==> src/ptrs_pkg.sv <==
package ptrs_pkg;

    localparam int SLOT_W  = 4;
    localparam int FIELD_W = 24;
    localparam int MASK_W  = 8;
    localparam int ENTRY_W = 2 * FIELD_W;

    // Item kinds carried on tuser
    localparam logic FUNC_TICK   = 1'b0;
    localparam logic FUNC_CREATE = 1'b1;

    typedef struct packed {
        logic               func;
        logic [SLOT_W-1:0]  slot;
        logic [FIELD_W-1:0] period;
        logic [FIELD_W-1:0] start_delay;
        logic               has_callback;
    } req_t;

    typedef struct packed {
        logic              accepted;
        logic [MASK_W-1:0] fired_mask;
    } res_t;

    typedef enum logic [1:0] {
        ST_IDLE,
        ST_WALK,
        ST_DONE
    } state_t;

endpackage

==> src/ptrs_ram.sv <==
module ptrs_ram #(
    parameter int WIDTH = 48,
    parameter int DEPTH = 8
) (
    input  logic                                  aclk,
    input  logic                                  wr_en,
    input  logic [(DEPTH > 1 ? $clog2(DEPTH) : 1)-1:0] wr_addr,
    input  logic [WIDTH-1:0]                      wr_data,
    input  logic                                  rd_en,
    input  logic [(DEPTH > 1 ? $clog2(DEPTH) : 1)-1:0] rd_addr,
    output logic [WIDTH-1:0]                      rd_data
);

    logic [WIDTH-1:0] mem [DEPTH];

    // One write port, one registered read port
    always_ff @(posedge aclk) begin
        if (wr_en) begin
            mem[wr_addr] <= wr_data;
        end
        if (rd_en) begin
            rd_data <= mem[rd_addr];
        end
    end

endmodule

==> src/ptrs_engine.sv <==
module ptrs_engine #(
    parameter int NUM_TASKS = 8
) (
    input  logic                aclk,
    input  logic                aresetn,
    input  logic                req_valid,
    input  ptrs_pkg::req_t      req,
    output logic                req_ready,
    input  logic                res_ready,
    output logic                res_valid,
    output ptrs_pkg::res_t      res
);

    localparam int IDX_W = (NUM_TASKS > 1) ? $clog2(NUM_TASKS) : 1;
    localparam int CNT_W = $clog2(NUM_TASKS + 1);
    localparam logic [CNT_W-1:0] LAST_CNT = CNT_W'(NUM_TASKS);
    localparam logic [ptrs_pkg::SLOT_W:0] SLOT_LIMIT = (ptrs_pkg::SLOT_W + 1)'(NUM_TASKS);

    ptrs_pkg::state_t state_reg, state_next;

    logic [NUM_TASKS-1:0]          active_reg, active_next;
    logic [CNT_W-1:0]              issue_cnt_reg, issue_cnt_next;
    logic                          proc_vld_reg, proc_vld_next;
    logic [IDX_W-1:0]              proc_idx_reg, proc_idx_next;
    logic [ptrs_pkg::MASK_W-1:0]   mask_reg, mask_next;
    logic                          acc_reg, acc_next;

    logic                          rd_en, wr_en;
    logic [IDX_W-1:0]              rd_addr, wr_addr;
    logic [ptrs_pkg::ENTRY_W-1:0]  rd_data, wr_data;

    logic [ptrs_pkg::FIELD_W-1:0]  rd_period, rd_count, new_count;
    logic                          slot_live, fire, issue_done, create_ok;

    // Slot table: {period, countdown} per slot
    ptrs_ram #(
        .WIDTH (ptrs_pkg::ENTRY_W),
        .DEPTH (NUM_TASKS)
    ) u_slot_ram (
        .aclk    (aclk),
        .wr_en   (wr_en),
        .wr_addr (wr_addr),
        .wr_data (wr_data),
        .rd_en   (rd_en),
        .rd_addr (rd_addr),
        .rd_data (rd_data)
    );

    // Countdown update for the slot whose read data is back
    assign rd_period  = rd_data[ptrs_pkg::ENTRY_W-1:ptrs_pkg::FIELD_W];
    assign rd_count   = rd_data[ptrs_pkg::FIELD_W-1:0];
    assign slot_live  = active_reg[proc_idx_reg] && (rd_period != '0);
    assign fire       = slot_live && (rd_count <= ptrs_pkg::FIELD_W'(1));
    assign new_count  = fire ? rd_period : rd_count - ptrs_pkg::FIELD_W'(1);
    assign issue_done = (issue_cnt_reg == LAST_CNT);
    assign create_ok  = req.has_callback && ({1'b0, req.slot} < SLOT_LIMIT);

    // Next state
    always_comb begin
        state_next = state_reg;
        unique case (state_reg)
            ptrs_pkg::ST_IDLE: begin
                if (req_valid) begin
                    state_next = (req.func == ptrs_pkg::FUNC_CREATE) ?
                                 ptrs_pkg::ST_DONE : ptrs_pkg::ST_WALK;
                end
            end
            ptrs_pkg::ST_WALK: begin
                if (issue_done && proc_vld_reg) begin
                    state_next = ptrs_pkg::ST_DONE;
                end
            end
            ptrs_pkg::ST_DONE: begin
                if (res_ready) begin
                    state_next = ptrs_pkg::ST_IDLE;
                end
            end
            default: state_next = ptrs_pkg::ST_IDLE;
        endcase
    end

    // Outputs and datapath: read slot k while writing back slot k-1
    always_comb begin
        req_ready      = 1'b0;
        res_valid      = 1'b0;
        rd_en          = 1'b0;
        rd_addr        = issue_cnt_reg[IDX_W-1:0];
        wr_en          = 1'b0;
        wr_addr        = proc_idx_reg;
        wr_data        = {rd_period, new_count};
        issue_cnt_next = issue_cnt_reg;
        proc_vld_next  = 1'b0;
        proc_idx_next  = proc_idx_reg;
        active_next    = active_reg;
        mask_next      = mask_reg;
        acc_next       = acc_reg;
        unique case (state_reg)
            ptrs_pkg::ST_IDLE: begin
                req_ready = 1'b1;
                if (req_valid) begin
                    issue_cnt_next = '0;
                    mask_next      = '0;
                    acc_next       = 1'b0;
                    if (req.func == ptrs_pkg::FUNC_CREATE && create_ok) begin
                        wr_en   = 1'b1;
                        wr_addr = req.slot[IDX_W-1:0];
                        wr_data = {req.period,
                                   (req.start_delay != '0) ? req.start_delay : req.period};
                        active_next[req.slot[IDX_W-1:0]] = 1'b1;
                        acc_next = 1'b1;
                    end
                end
            end
            ptrs_pkg::ST_WALK: begin
                if (!issue_done) begin
                    rd_en          = 1'b1;
                    issue_cnt_next = issue_cnt_reg + CNT_W'(1);
                    proc_vld_next  = 1'b1;
                    proc_idx_next  = issue_cnt_reg[IDX_W-1:0];
                end
                if (proc_vld_reg && slot_live) begin
                    wr_en = 1'b1;
                    // slots past the mask width still count but are not reported
                    for (int b = 0; b < ptrs_pkg::MASK_W; b++) begin
                        if (fire && (5'(proc_idx_reg) == 5'(b))) begin
                            mask_next[b] = 1'b1;
                        end
                    end
                end
            end
            ptrs_pkg::ST_DONE: begin
                res_valid = 1'b1;
            end
            default: ;
        endcase
    end

    assign res.fired_mask = mask_reg;
    assign res.accepted   = acc_reg;

    // Control registers
    always_ff @(posedge aclk) begin
        if (!aresetn) begin
            state_reg    <= ptrs_pkg::ST_IDLE;
            active_reg   <= '0;
            proc_vld_reg <= 1'b0;
        end else begin
            state_reg    <= state_next;
            active_reg   <= active_next;
            proc_vld_reg <= proc_vld_next;
        end
    end

    // Walk counters and result payload
    always_ff @(posedge aclk) begin
        issue_cnt_reg <= issue_cnt_next;
        proc_idx_reg  <= proc_idx_next;
        mask_reg      <= mask_next;
        acc_reg       <= acc_next;
    end

endmodule

==> src/periodic_task_release_scheduler.sv <==
// Channel | Ports                          | Payload
// --------+--------------------------------+---------------------------------------------
// input   | s_tvalid s_tready s_tdata s_tuser | tuser: func; tdata: slot, period, delay, cb
// result  | m_tvalid m_tready m_tdata      | tdata: fired_mask, accepted
//
// A tick holds the block while the walk reads one slot per cycle from the
// single read port of the slot RAM and writes the previous one back.
// A create does one table write, then gives the result.
// Reset clears the active bits, so no RAM clearing pass is needed.
// One result waits in the output register; a stalled result holds the engine
// only when the next result is ready to leave.
module periodic_task_release_scheduler #(
    parameter int NUM_TASKS = 8
) (
    input  logic        aclk,
    input  logic        aresetn,
    input  logic        s_tvalid,
    output logic        s_tready,
    input  logic [55:0] s_tdata,   // slot[3:0], period[27:4], start_delay[51:28],
                                   // has_callback[52], zero fill
    input  logic        s_tuser,   // func
    output logic        m_tvalid,
    input  logic        m_tready,
    output logic [15:0] m_tdata    // fired_mask[7:0], accepted[8], zero fill
);

    localparam logic [ptrs_pkg::MASK_W-1:0] LIVE_MASK =
        (NUM_TASKS >= ptrs_pkg::MASK_W) ? '1 : ptrs_pkg::MASK_W'((1 << NUM_TASKS) - 1);

    ptrs_pkg::req_t req;
    ptrs_pkg::res_t eng_res;
    ptrs_pkg::res_t res_reg;
    logic           eng_res_valid;
    logic           out_free;
    logic           m_tvalid_reg, m_tvalid_next;

    // Unpack the input transfer
    assign req.func         = s_tuser;
    assign req.slot         = s_tdata[3:0];
    assign req.period       = s_tdata[27:4];
    assign req.start_delay  = s_tdata[51:28];
    assign req.has_callback = s_tdata[52];

    ptrs_engine #(
        .NUM_TASKS (NUM_TASKS)
    ) u_engine (
        .aclk      (aclk),
        .aresetn   (aresetn),
        .req_valid (s_tvalid),
        .req       (req),
        .req_ready (s_tready),
        .res_ready (out_free),
        .res_valid (eng_res_valid),
        .res       (eng_res)
    );

    // Output register
    assign out_free = !m_tvalid_reg || m_tready;

    always_comb begin
        m_tvalid_next = m_tvalid_reg;
        if (out_free) begin
            m_tvalid_next = eng_res_valid;
        end
    end

    always_ff @(posedge aclk) begin
        if (!aresetn) begin
            m_tvalid_reg <= 1'b0;
        end else begin
            m_tvalid_reg <= m_tvalid_next;
        end
    end

    always_ff @(posedge aclk) begin
        if (out_free && eng_res_valid) begin
            res_reg <= eng_res;
        end
    end

    assign m_tvalid = m_tvalid_reg;
    assign m_tdata  = {7'b0, res_reg.accepted, res_reg.fired_mask};

    // No release bit for a slot that does not exist
    assert property (@(posedge aclk) disable iff (!aresetn)
        m_tvalid |-> ((m_tdata[7:0] & ~LIVE_MASK) == '0))
        else $error("fired_mask names a slot beyond NUM_TASKS");

    // A stored create never reports releases
    assert property (@(posedge aclk) disable iff (!aresetn)
        (m_tvalid && m_tdata[8]) |-> (m_tdata[7:0] == '0))
        else $error("create result carries a fired mask");

    // A create transfer has its result ready on the next cycle
    assert property (@(posedge aclk) disable iff (!aresetn)
        (s_tvalid && s_tready && s_tuser == ptrs_pkg::FUNC_CREATE) |=> eng_res_valid)
        else $error("create result not produced");

    // The engine takes no transfer while a result is pending
    assert property (@(posedge aclk) disable iff (!aresetn)
        eng_res_valid |-> !s_tready)
        else $error("input taken while a result is pending");

endmodule
==> config.mk <==
export PLATFORM = sky130hd
export DESIGN_NAME = periodic_task_release_scheduler
export DESIGN_NICKNAME = d
export VERILOG_FILES = /design/src/ptrs_pkg.sv /design/src/ptrs_ram.sv /design/src/ptrs_engine.sv /design/src/periodic_task_release_scheduler.sv
export SDC_FILE = /design/constraint.sdc
export NUM_CORES = 1
export LEC_CHECK = 0
export ABC_CLOCK_PERIOD_IN_PS = 8150
export BUFFER_PORTS_ARGS = -buffer_cell sky130_fd_sc_hd__clkbuf_2
export CORE_AREA = 5 5 216 218
export CTS_CLUSTER_DIAMETER = 80
export DETAILED_ROUTE_END_ITERATION = 10
export DIE_AREA = 0 0 221 223
export PLACE_DENSITY_LB_ADDON = 0.3
export SKIP_CTS_REPAIR_TIMING = 1
export SLEW_MARGIN = 0
export SYNTH_ARGS = -nofsm -noshare
export SYNTH_HDL_FRONTEND = slang
export SYNTH_HIERARCHICAL = 1
export SYNTH_SLANG_ARGS = --single-unit
export TNS_END_PERCENT = 30
==> constraint.sdc <==
create_clock -name aclk -period 8.15 [get_ports aclk]
set_input_delay 1.63 -clock aclk [delete_from_list [all_inputs] [get_ports aclk]]
set_output_delay 1.63 -clock aclk [all_outputs]
set_load 0.01 [all_outputs]
==> results.txt <==
CTS tree: done
Worst slew pin tran: 1240 ps
Port buffer count: 68
Share of cells above drive strength 1: 0.279
Met3 global-route usage: 0.0251
Largest net degree at the start of global routing: 102
Min Tclk post-route: 4570 ps
Starting Density: 0.433
Post-route DRC: 0
Top fanout value on the critical path: 36
H-tree Lvls: 2
Final design utilization: 0.488
Vias per cell: 5.74
Count of cell types in the netlist: 62
Worst hold path type: flop to flop
Die width: 221 µm
Detailed Routing Iterations Pass 1: 5
DRT iter0 DRCs: 935
Setup crit end kind: flop
Max VDD drop: 0.000142 V
Max-cap violations: 0
Sink Count: 469
Via count: 10,000
Total gr overflow: 0
Busiest layer in global routing: met2
Avg Cell Area, Syn: 18.9 µm²
Top-Level Pins: 79
Post-synth EDFFs: 457
Worst clock skew: 14.2 ps
Clock Path Buffers: 3
Worst-Skew Late Latency: 560 ps
Ant. Diodes: 0
Number of flip-flops in the largest register: 384
Die area: 49,300 µm²
Cell Pwr Density: 271 nW/µm²
Number of buffers created by CTS: 47
Ys flop type: edfxtp_1
First-pass GRT wire length: 65,500 µm
Slew Viols, Final: 0
Top reg by flops: u_engine/u_slot_ram/mem
Worst setup path class: primary input to flop
Nets: 1,174
Synthesized cell area: 19,400 µm²
Fin cells: 1,746
Clock root buffer: clkbuf_16
Static leakage: 7.05 nW
M2 GR Usage: 0.287
Fill count: 3,719
Slew HR: 0.171
Data arrival time of the critical path: 4780 ps
Synth-to-layout area growth: 12.7%
Post-Synthesis Cells: 1,022
Status: finished, final reports clean
Initial antenna violation count: 0
Fraction of the yosys area taken by sequential cells: 0.722
RePlAce Congestion: 0.816
RSZ-0062 raised after global routing: no
Post-layout power: 5.91 mW
Final Cycle Share: 0.561
Met1 usage: 0.242
Final setup fails: 0
FF+latch count, synth: 469
Fin area: 21,800 µm²
Critical Path RT: 8360 ps
Dpl hpwl: 25,900 µm
Final setup TNS: 0 ps
Achievable Freq: 0.219 GHz
Critical path launch point type: primary input
Core area: 44,700 µm²
Vias in the first global route: 10,300
Placed cells: 1,660
Average wire per standard cell: 25.0 µm
Most common cell after layout, fill and taps aside: edfxtp_1
Total Wirelength: 43,600 µm
Chip Height: 223 µm
Antenna-violating nets left: 0
Async S/R FF share, synth: 0
GRT Total Usage: 0.174
Commonest non-fill, non-tap cells in the layout: edfxtp_1 (457), mux4_2 (95), nand2_1 (90)
Final hold violation count: 0
Synth warn: 6
Clock slew at reported path FFs: 60 ps
Row Count: 78
DP Area: 20,300 µm²
critical path: stages:
cell      delay, ps
clkbuf_2         80
and3b_1         410
and2_1          180
buf_4           410
nand2_1         230
nand2_1         220
nand2b_1        180
nor2_4          920
buf_4           500
final cells by class:
type / count / area [µm²] / area share
clock buffer: 63 / 1280 / 0.0587
inverter: 11 / 41.3 / 0.00189
timing repair buffer: 89 / 510 / 0.0234
sequential: 469 / 14000 / 0.640
tap: 600 / 751 / 0.0344
multi-input combinational: 491 / 5080 / 0.233
clock inverter: 23 / 179 / 0.00821
metrics by stage:
| stage | worst slack [ps] | hold WS [ps] |
|---|---|---|
| after global routing | 3440 | 435 |
| after CTS | 3570 | 427 |
| after global placement | 3000 | 411 |
| after detailed placement | 3010 | 415 |
| after floorplan | 1440 | 400 |
| final | 3580 | 422 |
where the power goes:
group	total, mW	switching [mW]	leakage [nW]	internal [mW]
logic	0.898	0.480	2.11	0.418
clock network	2.06	0.865	0.703	1.19
registers	2.95	0.0807	4.23	2.87
total	5.91	1.43	7.05	4.48
cells in the mapped netlist (all sizes together) (2+ instances only):
library cell / number / share of area
and3: 2 / 0.00065
xor2: 10 / 0.0045
nor3: 18 / 0.0047
o21ai: 6 / 0.0016
a211o: 17 / 0.0077
ha: 4 / 0.0026
nand4: 6 / 0.0019
o221a: 11 / 0.0064
buf: 30 / 0.014
nor3b: 3 / 0.0012
o31ai: 6 / 0.0023
inv: 11 / 0.0021
nor4: 23 / 0.0078
o21a: 11 / 0.0043
or3: 7 / 0.0023
a211oi: 3 / 0.0012
o211ai: 2 / 0.00078
or4: 8 / 0.0035
o211a: 6 / 0.0031
nor2b: 3 / 0.00097
mux4: 98 / 0.11
nor2: 24 / 0.0047
or2: 2 / 0.00065
and4: 2 / 0.00091
a31oi: 5 / 0.0016
dfxtp: 12 / 0.012
a21oi: 11 / 0.0028
xnor2: 9 / 0.0041
nand4b: 2 / 0.00091
edfxtp: 457 / 0.71
nand2b: 7 / 0.0027
and2: 5 / 0.0017
mux2: 49 / 0.036
nand2: 91 / 0.018
nand3: 19 / 0.0049
nor4b: 3 / 0.0014
clkbuf: 27 / 0.0052
per-layer routing:
| metal | wire, µm | share of wire |
|---|---|---|
| met1 | 18700 | 0.43 |
| met2 | 21100 | 0.49 |
| met3 | 2330 | 0.054 |
| met4 | 1370 | 0.031 |
| met5 | 0 | 0 |
kinds of logic after synthesis:
family          share of synthesized area
compound gates                     0.0356
xor+xnor                          0.00860
fa+ha+maj                         0.00259
buf+inv                            0.0209
flops                               0.722
mux                                 0.151
other cells                      0.000194
simple gates                       0.0592
worst paths after layout:
check	from	to	slack [ps]	cells after the start
max reg2reg	u_engine/u_slot_ram/rd_data[9]	u_engine/u_slot_ram/mem[4][0]	4350	5
min reg2reg	u_engine/mask_reg[7]	m_tdata[7]	420	0
max	s_tdata[3]	u_engine/u_slot_ram/mem[6][41]	3580	9
min	u_engine/mask_reg[7]	m_tdata[7]	420	0
No activity file was read; power rests on OpenSTA's default activity.
